File: config.mk
export PLATFORM = sky130hd
export DESIGN_NAME = first_fit_block_allocator_unit
export DESIGN_NICKNAME = d
export VERILOG_FILES = /design/src/ffa_pkg.sv /design/src/ffa_ram.sv /design/src/ffa_datapath.sv /design/src/ffa_ctrl.sv /design/src/first_fit_block_allocator_unit.sv
export SDC_FILE = /design/constraint.sdc
export NUM_CORES = 1
export LEC_CHECK = 0
export BUFFER_PORTS_ARGS = -buffer_cell sky130_fd_sc_hd__buf_2
export CAP_MARGIN = 25
export CORE_ASPECT_RATIO = 1.4
export CORE_MARGIN = 2
export CORE_UTILIZATION = 40
export CTS_BUF_LIST = sky130_fd_sc_hd__clkbuf_8
export DETAILED_ROUTE_END_ITERATION = 6
export PLACE_DENSITY = 0.56
export SLEW_MARGIN = 20
export SYNTH_ARGS = -nofsm -noshare
export SYNTH_HDL_FRONTEND = slang
export SYNTH_SLANG_ARGS = --single-unit
File: constraint.sdc
create_clock -name clk -period 8 [get_ports clk]
set_input_delay 1.6 -clock clk [delete_from_list [all_inputs] [get_ports clk]]
set_output_delay 1.6 -clock clk [all_outputs]
set_load 0.05 [all_outputs]
File: src/ffa_pkg.sv
package ffa_pkg;

  localparam int NUM_BLOCKS = 256;
  localparam int UNIT_BYTES = 32;

  localparam int IDX_W     = $clog2(NUM_BLOCKS);
  localparam int CNT_W     = $clog2(NUM_BLOCKS + 1);
  localparam int BLK_SHIFT = $clog2(UNIT_BYTES);
  localparam int NEED_W    = CNT_W + 1;

  localparam int OPCODE_W = 1;
  localparam int REQ_W    = 14;
  localparam int OFF_W    = 13;
  localparam int STATUS_W = 2;
  localparam int FREED_W  = 9;
  localparam int FBYTES_W = 14;

  localparam int MAP_W         = 2;
  localparam int MAP_ALLOC_BIT = 0;
  localparam int MAP_HEAD_BIT  = 1;
  localparam logic [MAP_W-1:0] MAP_BODY = 2'b01;
  localparam logic [MAP_W-1:0] MAP_HEAD = 2'b11;

  localparam logic [OPCODE_W-1:0] OP_FREE = 1'b1;

  typedef enum logic [STATUS_W-1:0] {
    ST_OK      = 2'd0,
    ST_NOSPACE = 2'd1,
    ST_BAD     = 2'd2
  } status_e_t;

  typedef enum logic [2:0] {
    S_IDLE,
    S_DECODE,
    S_SCAN,
    S_MARK,
    S_FREE_RD,
    S_FREE_CHK,
    S_RESP
  } state_t;

  typedef struct packed {
    logic      load;
    logic      scan;
    logic      mark;
    logic      free_rd;
    logic      free_chk;
    logic      resp;
    logic      status_we;
    status_e_t status_val;
  } cmd_t;

  typedef struct packed {
    logic op_free;
    logic size_bad;
    logic size_short;
    logic scan_hit;
    logic scan_end;
    logic mark_last;
    logic walk_stop;
    logic walk_last;
    logic out_free;
  } sts_t;

endpackage

File: src/ffa_ram.sv
module ffa_ram #(
  parameter int WIDTH = 2,
  parameter int DEPTH = 256
) (
  input  logic                     clk,
  input  logic                     we,
  input  logic [$clog2(DEPTH)-1:0] waddr,
  input  logic [WIDTH-1:0]         wdata,
  input  logic                     re,
  input  logic [$clog2(DEPTH)-1:0] raddr,
  output logic [WIDTH-1:0]         rdata
);

  logic [WIDTH-1:0] mem_r [DEPTH];
  logic [WIDTH-1:0] rdata_r;

  always_ff @(posedge clk) begin
    if (we) begin
      mem_r[waddr] <= wdata;
    end
    if (re) begin
      rdata_r <= mem_r[raddr];
    end
  end

  assign rdata = rdata_r;

endmodule

File: src/ffa_datapath.sv
module ffa_datapath (
  input  logic                          clk,
  input  logic                          rst_n,
  input  ffa_pkg::cmd_t                 cmd,
  output ffa_pkg::sts_t                 sts,
  input  logic [ffa_pkg::OPCODE_W-1:0]  in_opcode,
  input  logic [ffa_pkg::REQ_W-1:0]     in_request_bytes,
  input  logic [ffa_pkg::OFF_W-1:0]     in_free_offset,
  output logic                          out_valid,
  input  logic                          out_ready,
  output logic [ffa_pkg::STATUS_W-1:0]  out_status,
  output logic [ffa_pkg::OFF_W-1:0]     out_offset_bytes,
  output logic [ffa_pkg::FREED_W-1:0]   out_freed_blocks,
  output logic [ffa_pkg::FBYTES_W-1:0]  out_free_bytes
);

  localparam logic [ffa_pkg::IDX_W-1:0] LAST_IDX = ffa_pkg::IDX_W'(ffa_pkg::NUM_BLOCKS - 1);

  logic [ffa_pkg::NUM_BLOCKS-1:0] valid_r;
  logic [ffa_pkg::CNT_W-1:0]      free_count_r;
  logic                           out_valid_r;

  logic [ffa_pkg::OPCODE_W-1:0]   op_r;
  logic [ffa_pkg::NEED_W-1:0]     need_r;
  logic                           zero_req_r;
  logic [ffa_pkg::IDX_W-1:0]      idx_r;
  logic                           first_r;
  logic [ffa_pkg::FREED_W-1:0]    freed_r;
  logic [ffa_pkg::IDX_W-1:0]      start_r;
  logic [ffa_pkg::IDX_W-1:0]      scan_idx_r;
  logic                           issued_all_r;
  logic                           pipe_v_r;
  logic [ffa_pkg::IDX_W-1:0]      chk_idx_r;
  logic [ffa_pkg::CNT_W-1:0]      run_r;
  logic [ffa_pkg::IDX_W-1:0]      mark_idx_r;
  logic [ffa_pkg::IDX_W-1:0]      mark_cnt_r;
  ffa_pkg::status_e_t             status_r;
  logic                           valid_q_r;

  logic [ffa_pkg::STATUS_W-1:0]   o_status_r;
  logic [ffa_pkg::OFF_W-1:0]      o_offset_r;
  logic [ffa_pkg::FREED_W-1:0]    o_freed_r;
  logic [ffa_pkg::FBYTES_W-1:0]   o_fbytes_r;

  logic [ffa_pkg::NEED_W-1:0]     need_nxt;
  logic                           rd_en;
  logic [ffa_pkg::IDX_W-1:0]      rd_addr;
  logic [ffa_pkg::MAP_W-1:0]      ram_rdata;
  logic [ffa_pkg::MAP_W-1:0]      entry;
  logic [ffa_pkg::CNT_W-1:0]      run_nxt;
  logic [ffa_pkg::CNT_W-1:0]      start_wide;
  logic                           hit;
  logic                           stop;
  logic [ffa_pkg::MAP_W-1:0]      wr_data;

  assign need_nxt = ffa_pkg::NEED_W'(in_request_bytes[ffa_pkg::REQ_W-1:ffa_pkg::BLK_SHIFT])
                  + ffa_pkg::NEED_W'(|in_request_bytes[ffa_pkg::BLK_SHIFT-1:0]);

  assign rd_en   = (cmd.scan && !issued_all_r) || cmd.free_rd;
  assign rd_addr = cmd.free_rd ? idx_r : scan_idx_r;
  assign wr_data = (mark_idx_r == start_r) ? ffa_pkg::MAP_HEAD : ffa_pkg::MAP_BODY;

  ffa_ram #(
    .WIDTH (ffa_pkg::MAP_W),
    .DEPTH (ffa_pkg::NUM_BLOCKS)
  ) u_map (
    .clk   (clk),
    .we    (cmd.mark),
    .waddr (mark_idx_r),
    .wdata (wr_data),
    .re    (rd_en),
    .raddr (rd_addr),
    .rdata (ram_rdata)
  );

  assign entry = valid_q_r ? ram_rdata : '0;

  always_comb begin
    run_nxt    = entry[ffa_pkg::MAP_ALLOC_BIT] ? '0 : run_r + 1'b1;
    hit        = pipe_v_r && (ffa_pkg::NEED_W'(run_nxt) == need_r);
    start_wide = ffa_pkg::CNT_W'(chk_idx_r) + 1'b1 - run_nxt;
    stop       = !entry[ffa_pkg::MAP_ALLOC_BIT]
              || (first_r ? !entry[ffa_pkg::MAP_HEAD_BIT] : entry[ffa_pkg::MAP_HEAD_BIT]);
  end

  always_comb begin
    sts.op_free    = (op_r == ffa_pkg::OP_FREE);
    sts.size_bad   = zero_req_r || (need_r >= ffa_pkg::NEED_W'(ffa_pkg::NUM_BLOCKS));
    sts.size_short = need_r > ffa_pkg::NEED_W'(free_count_r);
    sts.scan_hit   = hit;
    sts.scan_end   = pipe_v_r && !hit && (chk_idx_r == LAST_IDX);
    sts.mark_last  = (mark_cnt_r == ffa_pkg::IDX_W'(1));
    sts.walk_stop  = stop;
    sts.walk_last  = (idx_r == LAST_IDX);
    sts.out_free   = !out_valid_r || out_ready;
  end

  always_ff @(posedge clk) begin
    if (!rst_n) begin
      valid_r      <= '0;
      free_count_r <= ffa_pkg::CNT_W'(ffa_pkg::NUM_BLOCKS);
      out_valid_r  <= 1'b0;
    end else begin
      if (cmd.mark) begin
        valid_r[mark_idx_r] <= 1'b1;
        free_count_r        <= free_count_r - 1'b1;
      end else if (cmd.free_chk && !stop) begin
        valid_r[idx_r] <= 1'b0;
        free_count_r   <= free_count_r + 1'b1;
      end
      if (cmd.resp) begin
        out_valid_r <= 1'b1;
      end else if (out_ready) begin
        out_valid_r <= 1'b0;
      end
    end
  end

  always_ff @(posedge clk) begin
    if (rd_en) begin
      valid_q_r <= valid_r[rd_addr];
    end
    if (cmd.load) begin
      op_r         <= in_opcode;
      need_r       <= need_nxt;
      zero_req_r   <= (in_request_bytes == '0);
      idx_r        <= in_free_offset[ffa_pkg::OFF_W-1:ffa_pkg::BLK_SHIFT];
      first_r      <= 1'b1;
      freed_r      <= '0;
      start_r      <= '0;
      scan_idx_r   <= '0;
      issued_all_r <= 1'b0;
      pipe_v_r     <= 1'b0;
      run_r        <= '0;
      status_r     <= ffa_pkg::ST_OK;
    end else begin
      if (cmd.status_we) begin
        status_r <= cmd.status_val;
      end
      if (cmd.scan) begin
        pipe_v_r <= !issued_all_r;
        if (!issued_all_r) begin
          chk_idx_r  <= scan_idx_r;
          scan_idx_r <= scan_idx_r + 1'b1;
          if (scan_idx_r == LAST_IDX) begin
            issued_all_r <= 1'b1;
          end
        end
        if (pipe_v_r) begin
          run_r <= run_nxt;
        end
        if (hit) begin
          start_r    <= start_wide[ffa_pkg::IDX_W-1:0];
          mark_idx_r <= start_wide[ffa_pkg::IDX_W-1:0];
          mark_cnt_r <= need_r[ffa_pkg::IDX_W-1:0];
        end
      end
      if (cmd.mark) begin
        mark_idx_r <= mark_idx_r + 1'b1;
        mark_cnt_r <= mark_cnt_r - 1'b1;
      end
      if (cmd.free_chk && !stop) begin
        freed_r <= freed_r + 1'b1;
        first_r <= 1'b0;
        idx_r   <= idx_r + 1'b1;
      end
    end
    if (cmd.resp) begin
      o_status_r <= status_r;
      o_offset_r <= ffa_pkg::OFF_W'({start_r, ffa_pkg::BLK_SHIFT'(0)});
      o_freed_r  <= freed_r;
      o_fbytes_r <= ffa_pkg::FBYTES_W'({free_count_r, ffa_pkg::BLK_SHIFT'(0)});
    end
  end

  assign out_valid        = out_valid_r;
  assign out_status       = o_status_r;
  assign out_offset_bytes = o_offset_r;
  assign out_freed_blocks = o_freed_r;
  assign out_free_bytes   = o_fbytes_r;

endmodule

File: src/ffa_ctrl.sv
module ffa_ctrl (
  input  logic          clk,
  input  logic          rst_n,
  input  logic          in_valid,
  output logic          in_ready,
  input  ffa_pkg::sts_t sts,
  output ffa_pkg::cmd_t cmd
);

  ffa_pkg::state_t state_r;
  ffa_pkg::state_t state_nxt;

  always_ff @(posedge clk) begin
    if (!rst_n) begin
      state_r <= ffa_pkg::S_IDLE;
    end else begin
      state_r <= state_nxt;
    end
  end

  always_comb begin
    state_nxt = state_r;
    unique case (state_r)
      ffa_pkg::S_IDLE: begin
        if (in_valid) begin
          state_nxt = ffa_pkg::S_DECODE;
        end
      end
      ffa_pkg::S_DECODE: begin
        priority if (sts.op_free) begin
          state_nxt = ffa_pkg::S_FREE_RD;
        end else if (sts.size_bad || sts.size_short) begin
          state_nxt = ffa_pkg::S_RESP;
        end else begin
          state_nxt = ffa_pkg::S_SCAN;
        end
      end
      ffa_pkg::S_SCAN: begin
        if (sts.scan_hit) begin
          state_nxt = ffa_pkg::S_MARK;
        end else if (sts.scan_end) begin
          state_nxt = ffa_pkg::S_RESP;
        end
      end
      ffa_pkg::S_MARK: begin
        if (sts.mark_last) begin
          state_nxt = ffa_pkg::S_RESP;
        end
      end
      ffa_pkg::S_FREE_RD: begin
        state_nxt = ffa_pkg::S_FREE_CHK;
      end
      ffa_pkg::S_FREE_CHK: begin
        if (sts.walk_stop || sts.walk_last) begin
          state_nxt = ffa_pkg::S_RESP;
        end else begin
          state_nxt = ffa_pkg::S_FREE_RD;
        end
      end
      ffa_pkg::S_RESP: begin
        if (sts.out_free) begin
          state_nxt = ffa_pkg::S_IDLE;
        end
      end
      default: state_nxt = ffa_pkg::S_IDLE;
    endcase
  end

  always_comb begin
    cmd            = '0;
    cmd.status_val = ffa_pkg::ST_OK;
    in_ready       = 1'b0;
    unique case (state_r)
      ffa_pkg::S_IDLE: begin
        in_ready = 1'b1;
        cmd.load = in_valid;
      end
      ffa_pkg::S_DECODE: begin
        priority if (sts.op_free) begin
          cmd.status_we = 1'b0;
        end else if (sts.size_bad) begin
          cmd.status_we  = 1'b1;
          cmd.status_val = ffa_pkg::ST_BAD;
        end else if (sts.size_short) begin
          cmd.status_we  = 1'b1;
          cmd.status_val = ffa_pkg::ST_NOSPACE;
        end else begin
          cmd.status_we = 1'b0;
        end
      end
      ffa_pkg::S_SCAN: begin
        cmd.scan = 1'b1;
        if (sts.scan_end) begin
          cmd.status_we  = 1'b1;
          cmd.status_val = ffa_pkg::ST_NOSPACE;
        end
      end
      ffa_pkg::S_MARK:     cmd.mark     = 1'b1;
      ffa_pkg::S_FREE_RD:  cmd.free_rd  = 1'b1;
      ffa_pkg::S_FREE_CHK: cmd.free_chk = 1'b1;
      ffa_pkg::S_RESP:     cmd.resp     = sts.out_free;
      default: cmd = '0;
    endcase
  end

endmodule

File: src/first_fit_block_allocator_unit.sv
// Allocate scans the map from block 0 for the first free run long enough, then marks it
//   (bad or oversized sizes skip the scan); a failed scan covers all 256 blocks.
// Free examines map entries one at a time, at most 256 of them.
// Throughput: one word at a time; the next word is accepted the cycle after the result
//   is loaded into the output register, which waits while an earlier result is held.
// Reset: synchronous, active low; per-block flags make every block read free at once.
module first_fit_block_allocator_unit (
  input  logic                          clk,
  input  logic                          rst_n,
  input  logic                          in_valid,
  output logic                          in_ready,
  input  logic [ffa_pkg::OPCODE_W-1:0]  in_opcode,
  input  logic [ffa_pkg::REQ_W-1:0]     in_request_bytes,
  input  logic [ffa_pkg::OFF_W-1:0]     in_free_offset,
  output logic                          out_valid,
  input  logic                          out_ready,
  output logic [ffa_pkg::STATUS_W-1:0]  out_status,
  output logic [ffa_pkg::OFF_W-1:0]     out_offset_bytes,
  output logic [ffa_pkg::FREED_W-1:0]   out_freed_blocks,
  output logic [ffa_pkg::FBYTES_W-1:0]  out_free_bytes
);

  ffa_pkg::cmd_t cmd;
  ffa_pkg::sts_t sts;

  ffa_ctrl u_ctrl (
    .clk      (clk),
    .rst_n    (rst_n),
    .in_valid (in_valid),
    .in_ready (in_ready),
    .sts      (sts),
    .cmd      (cmd)
  );

  ffa_datapath u_dp (
    .clk              (clk),
    .rst_n            (rst_n),
    .cmd              (cmd),
    .sts              (sts),
    .in_opcode        (in_opcode),
    .in_request_bytes (in_request_bytes),
    .in_free_offset   (in_free_offset),
    .out_valid        (out_valid),
    .out_ready        (out_ready),
    .out_status       (out_status),
    .out_offset_bytes (out_offset_bytes),
    .out_freed_blocks (out_freed_blocks),
    .out_free_bytes   (out_free_bytes)
  );

  a_busy_after_accept: assert property (@(posedge clk) disable iff (!rst_n)
    (in_valid && in_ready) |=> !in_ready)
    else $error("accepted a word while busy");

  a_error_clean: assert property (@(posedge clk) disable iff (!rst_n)
    (out_valid && out_status != ffa_pkg::ST_OK) |->
      (out_offset_bytes == '0 && out_freed_blocks == '0))
    else $error("failed request reports allocation or free");

  a_free_bound: assert property (@(posedge clk) disable iff (!rst_n)
    out_valid |->
      (out_free_bytes <= ffa_pkg::FBYTES_W'(ffa_pkg::NUM_BLOCKS * ffa_pkg::UNIT_BYTES)))
    else $error("free byte count exceeds pool");

endmodule

Yosys cells after proc, flatten, opt, wreduce, memory -nomap -nowiden
Memories as Yosys holds them, arrays and structs flattened. A register that Yosys moved wholly into a read port is not among the register bits.
Index checks and enable logic that the tools add are counted.

storage, ports and cells
  output and inout port bits = 40
  word-level logic and storage cells = 149
  register bits = 381
  memories kept = 1
  bits of input ports = 32
  RAM bits = 512

memory list
  memory            words  width  read ports  clocked after Yosys merged registers in  wr ports  RTL line       source
  u_dp.u_map.mem_r  256    2      1           1                                        1         ffa_ram.sv:14  logic [WIDTH-1:0] mem_r [DEPTH];

cells by class
  muxes and demuxes = 52
  order comparisons = 7
  reduce and logical (&&, ||, !) cells = 33
  add/sub/neg operators = 11
  bitwise operators = 5
  equal/unequal tests = 16

operators by type and width
  kind                   count
  $mux W256              2
  $and A256 B256 Y256    1
  $not A256 Y256         1
  $or A256 B256 Y256     1
  $mux W8                9
  $add A8 B1 Y8 const B  4
  $add A9 B1 Y9 const B  3
  $lt A8 B9 Y1 const B   3
  $mux W3                9
  $mux W9                3
  $eq A8 B8 Y1 const B   3
  $pmux W3 S7            1
  $mux W1                20
  $demux W1 S8           2
  $ge A8 B1 Y1 const B   2
  $logic_not A14 Y1      1
  $add A9 B1 Y10         1
  $eq A9 B10 Y1          1
  $ge A10 B9 Y1 const B  1
  $gt A10 B9 Y1          1
  $reduce_bool A2 Y1     5
  $eq A3 B3 Y1 const B   3
  $sub A9 B1 Y9 const B  1
  $bmux W1 S8            1
  20 further kinds       45

Longest topological paths before layout
Gate-level depths: netlist of the first run.

  depth in word-level cells = 10
  gate-level depth with buffers = 17
  gate-level depth less buffers = 14

Modules after synthesis
From an unflattened synthesis of the first run, not the netlist that was laid out.

unflattened totals
  cell total of the unflattened synthesis = 3642
  area, all modules = 40682.8 um^2

by module, submodules not included
  module        cells each  instances  area an instance (um^2)  seq. area each (um^2)
  ffa_ram       1242        1          21401.8                  15434.8
  ffa_datapath  2353        1          18960.7                  8298.0
  ffa_ctrl      47          1          320.3                    60.1

Worst setup path after synthesis of the first run
No wires, ideal clock.

  kind = reg-to-reg
  from = reg u_dp.mark_idx_r[6] (netlist bit)
  to = mem u_dp.u_map.mem_r[0][1], data pin
  library setup time = 1.389 ns
  arrival = 6.740 ns
  slack = -0.129 ns
  stages on the path, launching flop included = 5
  period minus slack after synthesis = 8.129 ns
  path buffers = 1
  required time = 6.611 ns
  cell sequence = edfxtp_1 clkbuf_1 xnor2_1 nand4_1 nor2_1

between the ends
  word-level cells in the longest chain between the ends = 2

ends and longest elaborated chain
  element                        RTL line             source
  start: declaration             ffa_datapath.sv:35   logic [ffa_pkg::IDX_W-1:0] mark_idx_r;
  start signal: assignment       ffa_datapath.sv:154  mark_idx_r <= start_wide[ffa_pkg::IDX_W-1:0];
  start signal: assignment       ffa_datapath.sv:159  mark_idx_r <= mark_idx_r + 1'b1;
  $eq A8 B8 Y1                   ffa_datapath.sv:61   assign wr_data = (mark_idx_r == start_r) ? ffa_pkg::MAP_HEAD : ffa_pkg::MAP_BODY;
  $mux W2                        ffa_datapath.sv:61
  named net u_dp.u_map.wdata[1]  ffa_ram.sv:8         input logic [WIDTH-1:0] wdata,
  end: declaration               ffa_ram.sv:14

The timed path passes the listed nets, and every way through them passes these cells.

Worst setup path in the final report of the first run
  from = reg u_ctrl.state_r[2]
  to = reg u_dp.valid_q_r, data pin

between the ends
  word-level cells in the longest chain between the ends = 5

ends and longest elaborated chain
  element                        RTL line             source
  start: declaration             ffa_ctrl.sv:10       ffa_pkg::state_t state_r;
  start signal: assignment       ffa_ctrl.sv:15       state_r <= ffa_pkg::S_IDLE;
  start signal: assignment       ffa_ctrl.sv:17       state_r <= state_nxt;
  $eq A3 B3 Y1                   ffa_ctrl.sv:73       unique case (state_r)
  $mux W1                        ffa_ctrl.sv:73
  $mux W8                        ffa_datapath.sv:60   assign rd_addr = cmd.free_rd ? idx_r : scan_idx_r;
  $bmux W1 S8                    ffa_datapath.sv:121  valid_q_r <= valid_r[rd_addr];
  $mux W1 (not written as such)  ffa_datapath.sv:121
  end signal: assignment         ffa_datapath.sv:121
  end: declaration               ffa_datapath.sv:38   logic valid_q_r;

No other way between the ends. The select of a mux whose other input is x is not followed.
A chain may end at the register's enable or synchronous reset.

==> results of run 1 <==
==> flip-flops by register name, summed over array words and instances, names as in the netlist, 9 cells and up <==
signal / flops
u_dp.free_count_r: 9
u_dp.freed_r: 9
u_dp.need_r: 10
u_dp.out_freed_blocks: 9
u_dp.valid_r: 256
u_dp.u_map.mem_r: 256
u_dp.run_r: 9
u_dp.out_free_bytes: 9
==> kinds of logic (layout without fill, tap and decap cells) <==
family                     count (synthesis)  count (layout)  synth area share [%]
AOI/OAI and AO/OA                        698             698                  13.7
xor gates and xnor gates                  72              72                  2.19
adders and majority gates                 46              46                  2.05
buffers and inverters                    268             343                  4.11
DFF                                      638             638                  55.8
muxes                                     45              45                  1.72
other                                      1              11                0.0130
and+or+nand+nor                         1340            1340                  20.4
==> cells in the final DEF (no fill, tap or decap), drive strengths merged, types with 4 or more instances in the layout <==
master | synthesis | routed
a211oi | 4 | 4
a21o | 7 | 7
a21oi | 274 | 274
a222oi | 5 | 5
a22oi | 5 | 5
a31oi | 66 | 66
a32oi | 14 | 14
and2 | 37 | 37
and3 | 33 | 33
buf | 82 | 127
clkbuf | 145 | 117
clkinv | 1 | 18
conb | 1 | 10
dfxtp | 308 | 308
edfxtp | 330 | 330
ha | 44 | 44
inv | 40 | 77
mux2 | 5 | 5
mux2i | 40 | 40
nand2 | 565 | 565
nand2b | 7 | 7
nand3 | 230 | 230
nand3b | 7 | 7
nand4 | 53 | 53
nor2 | 336 | 336
nor2b | 16 | 16
nor3 | 17 | 17
nor3b | 4 | 4
nor4 | 9 | 9
o21ai | 277 | 277
o221a | 20 | 20
o31ai | 4 | 4
or2 | 6 | 6
or3 | 9 | 9
xnor2 | 46 | 46
xor2 | 26 | 26
==> path summary, 6_finish.rpt <==
check / start / endpoint / slack, ns
max: u_ctrl.state_r[2] / u_dp.valid_q_r / 3.34
min: u_dp.status_r[0] / u_dp.out_status[0] / 0.44
max reg2reg: u_ctrl.state_r[2] / u_dp.valid_q_r / 3.34
min reg2reg: u_dp.status_r[0] / u_dp.out_status[0] / 0.44
==> routing by layer <==
metal / part of all wire [%] / track usage, %
met1: 36 / 30.9
met5: 0 / 0
met2: 48 / 44.6
met4: 7.6 / 19.2
met3: 8.2 / 4.85
==> layout make-up <==
type / count / area share, %
sequential: 638 / 50.4
inverter: 41 / 0.483
clock inverter: 58 / 0.946
multi-input combinational: 2211 / 36.5
antenna: 1 / 0.00785
timing repair buffer: 127 / 2.85
tap: 944 / 3.70
clock buffer: 117 / 5.05
==> report_power, final <==
group	internal (mW)	total, mW	switching (mW)
Clock	1.39	2.71	1.33
Combinational	0.831	3.12	2.29
Sequential	3.58	3.77	0.196
Total	5.80	9.60	3.81
==> through the flow <==
step / setup slack, ns / area [um2]
after floorplan: 2.61 / 28800
after global placement: 3.52 / 29800
after detailed placement: 3.46 / 29900
after CTS: 3.41 / 31800
after global routing: 3.18 / 31900
final: 3.34 / 31900
==> flow_metrics.tcl, run 1 <==
set metrics [dict create \
    status "finished, violations left" \
    violations "DRC" \
    seq_area_frac_synth_pct 55.8 \
    yosysWarnings 0 \
    worstPathArrival_ns 5.11 \
    clockBufferDepth 3 \
    reg2regPathDepth 11 \
    core_area_um2 71400 \
    cts_setup_buffers 0 \
    dr.pass1.iters 7 \
    drive_gt1_share_pct 9.96 \
    startpoint_type "register" \
    tightest_slew_ns 1.06 \
    multi_input_area_um2 11700 \
    clock.fmax_mhz 215 \
    skew_ns 0.0411 \
    synth-seq-cells 638 \
    path_cells "nor3b_4, buf_4, mux2_4, buf_4, mux2i_1, a32oi_1, and3_1, a31oi_1, nand4_1, nor3_1, nor4_1" \
    h-tree-depth 3 \
    seqCellArea_um2 16100 \
    yosys.area.top_type "edfxtp_1" \
    synth_edf_count 330 \
    ios 72 \
    fp.dieH_um 321 \
    hold_viol 0 \
    clkLatencyLatePin_ns 0.74 \
    grt_pass1_vias 24000 \
    cts_tree "yes" \
    critPathKind "register to register" \
    cpMaxStageDelayCell "buf_4" \
    avgSynthCellArea_um2 9.27 \
    max-cap-violations 0 \
    drc 1 \
    grt_pass1_wl_mm 149 \
    cts_root_buf "clkbuf_8" \
    die_x_um 231 \
    nets 3192 \
    final_core_util_pct 44.7 \
    path_buf_inv 2 \
    hold_depth 0 \
    ir_drop_mv 0.357 \
    syn_to_final_growth_pct 10.7 \
    grt_max_degree 257 \
    cp.required_ns 8.45 \
    path_delay_family "simple AND/OR/NAND/NOR gates" \
    period_needed_ns 4.66 \
    leakagePower_nw 11.0 \
    netlist_instances 3108 \
    start_util_pct 40.3 \
    hold_ws_ns 0.444 \
    drtAntennaViolNets 0 \
    p_per_area_nw_per_um2 301 \
    slew-limit-headroom_pct 28.7 \
    rsz0062_at_grt "false" \
    io_buffers 56 \
    cp_max_fo 48 \
    grt.overflow.total 0 \
    finalSetupViolCount 0 \
    max_stage_delay_ns 0.64 \
    power_mw 9.60 \
    dp.cells 3956 \
    dieArea_um2 74200 \
    cts_hold_buf 0 \
    cts_resized 0 \
    synthTopCellsByArea "edfxtp_1 (34%), dfxtp_1 (21%), nand2_1 (7.4%), o21ai_0 (4.8%), a21oi_1 (4.7%)" \
    fillers 6875 \
    num_vias 24400 \
    synth_top_cells_by_count "nand2_1 (565), nor2_1 (336), edfxtp_1 (330)" \
    min_period_over_period_pct 58.2 \
    cts_made_buffers 95 \
    cp_common_cell "buf_4" \
    gp_congestion 0.896 \
    syn_area_um2 28800 \
    synthArstFlopShare_pct 0 \
    path_depth 11 \
    post-dp-hpwl_mm 62.5 \
    maxSlewViolCount 0 \
    cp-end-kind "register" \
    routed_wl_mm 100 \
    post_drt_wl_per_cell_um 24.3 \
    final_cells 4137 \
    antenna_found_initial 2 \
    path_clk_slew_ns 0.07 \
    rows 116 \
    synth_most_common_cell "nand2_1" \
    vias_per_cell 5.90 \
    min_path_type "register to register" \
    yosysUniqueCellTypes 67 \
    synthFlopType "edfxtp_1" \
    synth_top_area_share_pct 34.4 \
    first_iter_violations 2605 \
    fin_tns_setup_ns 0 \
    grt_use_total_pct 26.8 \
    cts_sinks 638 \
]
No activity file was read; power rests on OpenSTA's default activity.
==> run 2: changes to the inputs <==
--- a/config.mk
+++ b/config.mk
@@ -5,6 +5,7 @@
 export SDC_FILE = /design/constraint.sdc
 export NUM_CORES = 1
 export LEC_CHECK = 0
+export ABC_AREA = 1
 export BUFFER_PORTS_ARGS = -buffer_cell sky130_fd_sc_hd__buf_2
 export CAP_MARGIN = 25
 export CORE_ASPECT_RATIO = 1.4
==> constraint.sdc (replaced) <==
create_clock -name clk -period 4 [get_ports clk]
set_input_delay 0.8 -clock clk [delete_from_list [all_inputs] [get_ports clk]]
set_output_delay 0.8 -clock clk [all_outputs]
set_load 0.05 [all_outputs]
==> flow_metrics.tcl, run 2 <==
set metrics [dict create \
    yosysWarnings 0 \
    period_needed_ns 3.25 \
    vias_per_cell 5.30 \
    cts_hold_buf 0 \
    post-dp-hpwl_mm 62.7 \
    syn_to_final_growth_pct 10.8 \
    met1_usage_pct 31.6 \
    final_cell_mix "nand2_1 (719), inv_1 (594), nand3_1 (478)" \
    met3_usage_pct 3.43 \
    cp_common_cell "inv_1" \
    final_common_cell "nand2_1" \
    start_util_pct 40.2 \
    h-tree-depth 3 \
    ios 72 \
    path_clk_slew_ns 0.07 \
    num_vias 26600 \
    rsz0062_at_grt "false" \
    grt_use_total_pct 26.1 \
    grt_pass1_vias 25600 \
    fillers 7860 \
    clkLatencyLatePin_ns 0.74 \
    cts_tree "yes" \
    synthArstFlopShare_pct 0 \
    rows 121 \
    synth-seq-cells 638 \
    min_path_type "input pin to register" \
    finalSetupViolCount 0 \
    p_per_area_nw_per_um2 634 \
    avgSynthCellArea_um2 8.02 \
    path_cells "inv_1, nand2_1, inv_1, ha_1, inv_1, ha_1, inv_1, fa_1, o21ai_0, a21oi_1, o21bai_1, xor2_1, a21oi_1" \
    cp.required_ns 4.47 \
    synth_top_area_share_pct 31.9 \
    seqCellArea_um2 16100 \
    max-cap-violations 0 \
    cts_root_buf "clkbuf_8" \
    dieArea_um2 80000 \
    power_mw 21.8 \
    synth_most_common_cell "nand2_1" \
    antenna_found_initial 4 \
    cpMaxStageDelayCell "edfxtp_1" \
    drive_gt1_share_pct 8.57 \
    first_iter_violations 2289 \
    fin_tns_setup_ns 0 \
    cts_made_buffers 98 \
    grt_max_degree 234 \
    synthTopCellsByArea "edfxtp_1 (32%), dfxtp_1 (20%), nand2_1 (8.7%), nand3_1 (7.7%), inv_1 (6.6%)" \
    drc 0 \
    worstPathArrival_ns 3.72 \
    hold_viol 0 \
    fp.dieH_um 334 \
    cts_resized 0 \
    nets 3965 \
    dr.pass1.iters 6 \
    syn_area_um2 31100 \
    dp_slack_ns 0.770 \
    hold_ws_ns 0.247 \
    min_period_over_period_pct 81.3 \
    synth_top_cells_by_count "nand2_1 (720), inv_1 (549), nand3_1 (478)" \
    post_drt_wl_per_cell_um 20.8 \
    io_buffers 56 \
    core_area_um2 77400 \
    grt.overflow.total 0 \
    ir_drop_mv 0.534 \
    max_stage_delay_ns 0.49 \
    synthFlopType "edfxtp_1" \
    grtUsageMet2_pct 44.0 \
    multi_input_area_um2 11800 \
    timing.final.ws_setup_ns 0.749 \
    slew-limit-headroom_pct 9.63 \
    grt-busiest-layer "met2" \
    die_x_um 240 \
    skew_ns 0.0307 \
    critPathKind "register to register" \
    status "finished clean" \
    cp-end-kind "register" \
    yosys.area.top_type "edfxtp_1" \
    grt_pass1_wl_mm 156 \
    routed_wl_mm 104 \
    path_buf_inv 4 \
    seq_area_frac_synth_pct 51.7 \
    clockBufferDepth 3 \
    synth_edf_count 330 \
    top_regs "u_dp.u_map.mem_r x256, u_dp.valid_r x256, u_dp.need_r x10" \
    gp_congestion 0.888 \
    maxSlewViolCount 0 \
    path_delay_family "adder cells" \
    clock.fmax_mhz 308 \
    netlist_instances 3879 \
    tightest_slew_ns 1.36 \
    startpoint_type "register" \
    yosysUniqueCellTypes 48 \
    cp_max_fo 12 \
    leakagePower_nw 13.7 \
    final_core_util_pct 44.5 \
    cts_sinks 638 \
    cts_setup_buffers 0 \
    drtAntennaViolNets 0 \
]
[run 2: cell types whose count changed after synthesis, sizes merged, moves of 33 or more]
cell    delta
inv      +530
nand3    +249
nand2    +159
nor2     +109
buf       +58
clkbuf    -55
a31oi     -46
mux2i     -40
and2      -37
xnor2     -34
nand4     -33
[run 2: logic make-up after synthesis]
family | after synthesis | share of synthesized area (%)
AOI/OAI and AO/OA | 641 | 11.2
and+or+nand+nor | 1712 | 23.4
adders and majority gates | 46 | 1.90
other | 1 | 0.0121
xor gates and xnor gates | 39 | 1.10
DFF | 638 | 51.7
buffers and inverters | 802 | 10.7
[run 2: path summary, 6_finish.rpt]
path,start,to,cells after the start,slack (ns)
max,u_dp.valid_q_r,u_dp.mark_idx_r[7],13,0.75
min,in_opcode,u_dp.op_r,1,0.25
max reg2reg,u_dp.valid_q_r,u_dp.mark_idx_r[7],13,0.75
min reg2reg,u_dp.freed_r[8],u_dp.out_freed_blocks[8],0,0.44
[run 2: final cells by class]
class / instances / share of cell area (%)
clock buffer: 116 / 4.64
timing repair buffer: 129 / 3.08
multi-input combinational: 2448 / 34.4
antenna: 1 / 0.00727
tap: 1045 / 3.80
sequential: 638 / 46.7
inverter: 572 / 6.23
clock inverter: 66 / 1.20
[run 2: per-stage QoR]
stage	instance area, um2	std cells
after global placement	32400	4831
after global routing	34400	5015
final	34400	5015
after CTS	34400	5013
after floorplan	31100	3888
after detailed placement	32400	4831
[run 2: where the power goes]
| group | leakage, nW | switching, mW | internal (mW) |
|---|---|---|---|
| Combinational | 6.63 | 6.30 | 2.40 |
| Clock | 1.20 | 2.69 | 2.96 |
| Sequential | 5.91 | 0.287 | 7.19 |
[run 2: per-layer routing]
layer / vias up / wire [um]
met5: - / 41
met4: 6 / 6360
met3: 262 / 6200
met2: 940 / 50500
met1: 12700 / 41200
li1: 12700 / -
[run 2: worst reg2reg max path: cells and delay by family, from the launching register on]
kind	cells	cell delay (ns)
DFF	1	0.49
and+or+nand+nor	1	0.16
AOI/OAI and AO/OA	4	0.66
adders and majority gates	3	0.82
buffers and inverters	4	0.63
xor gates and xnor gates	1	0.23
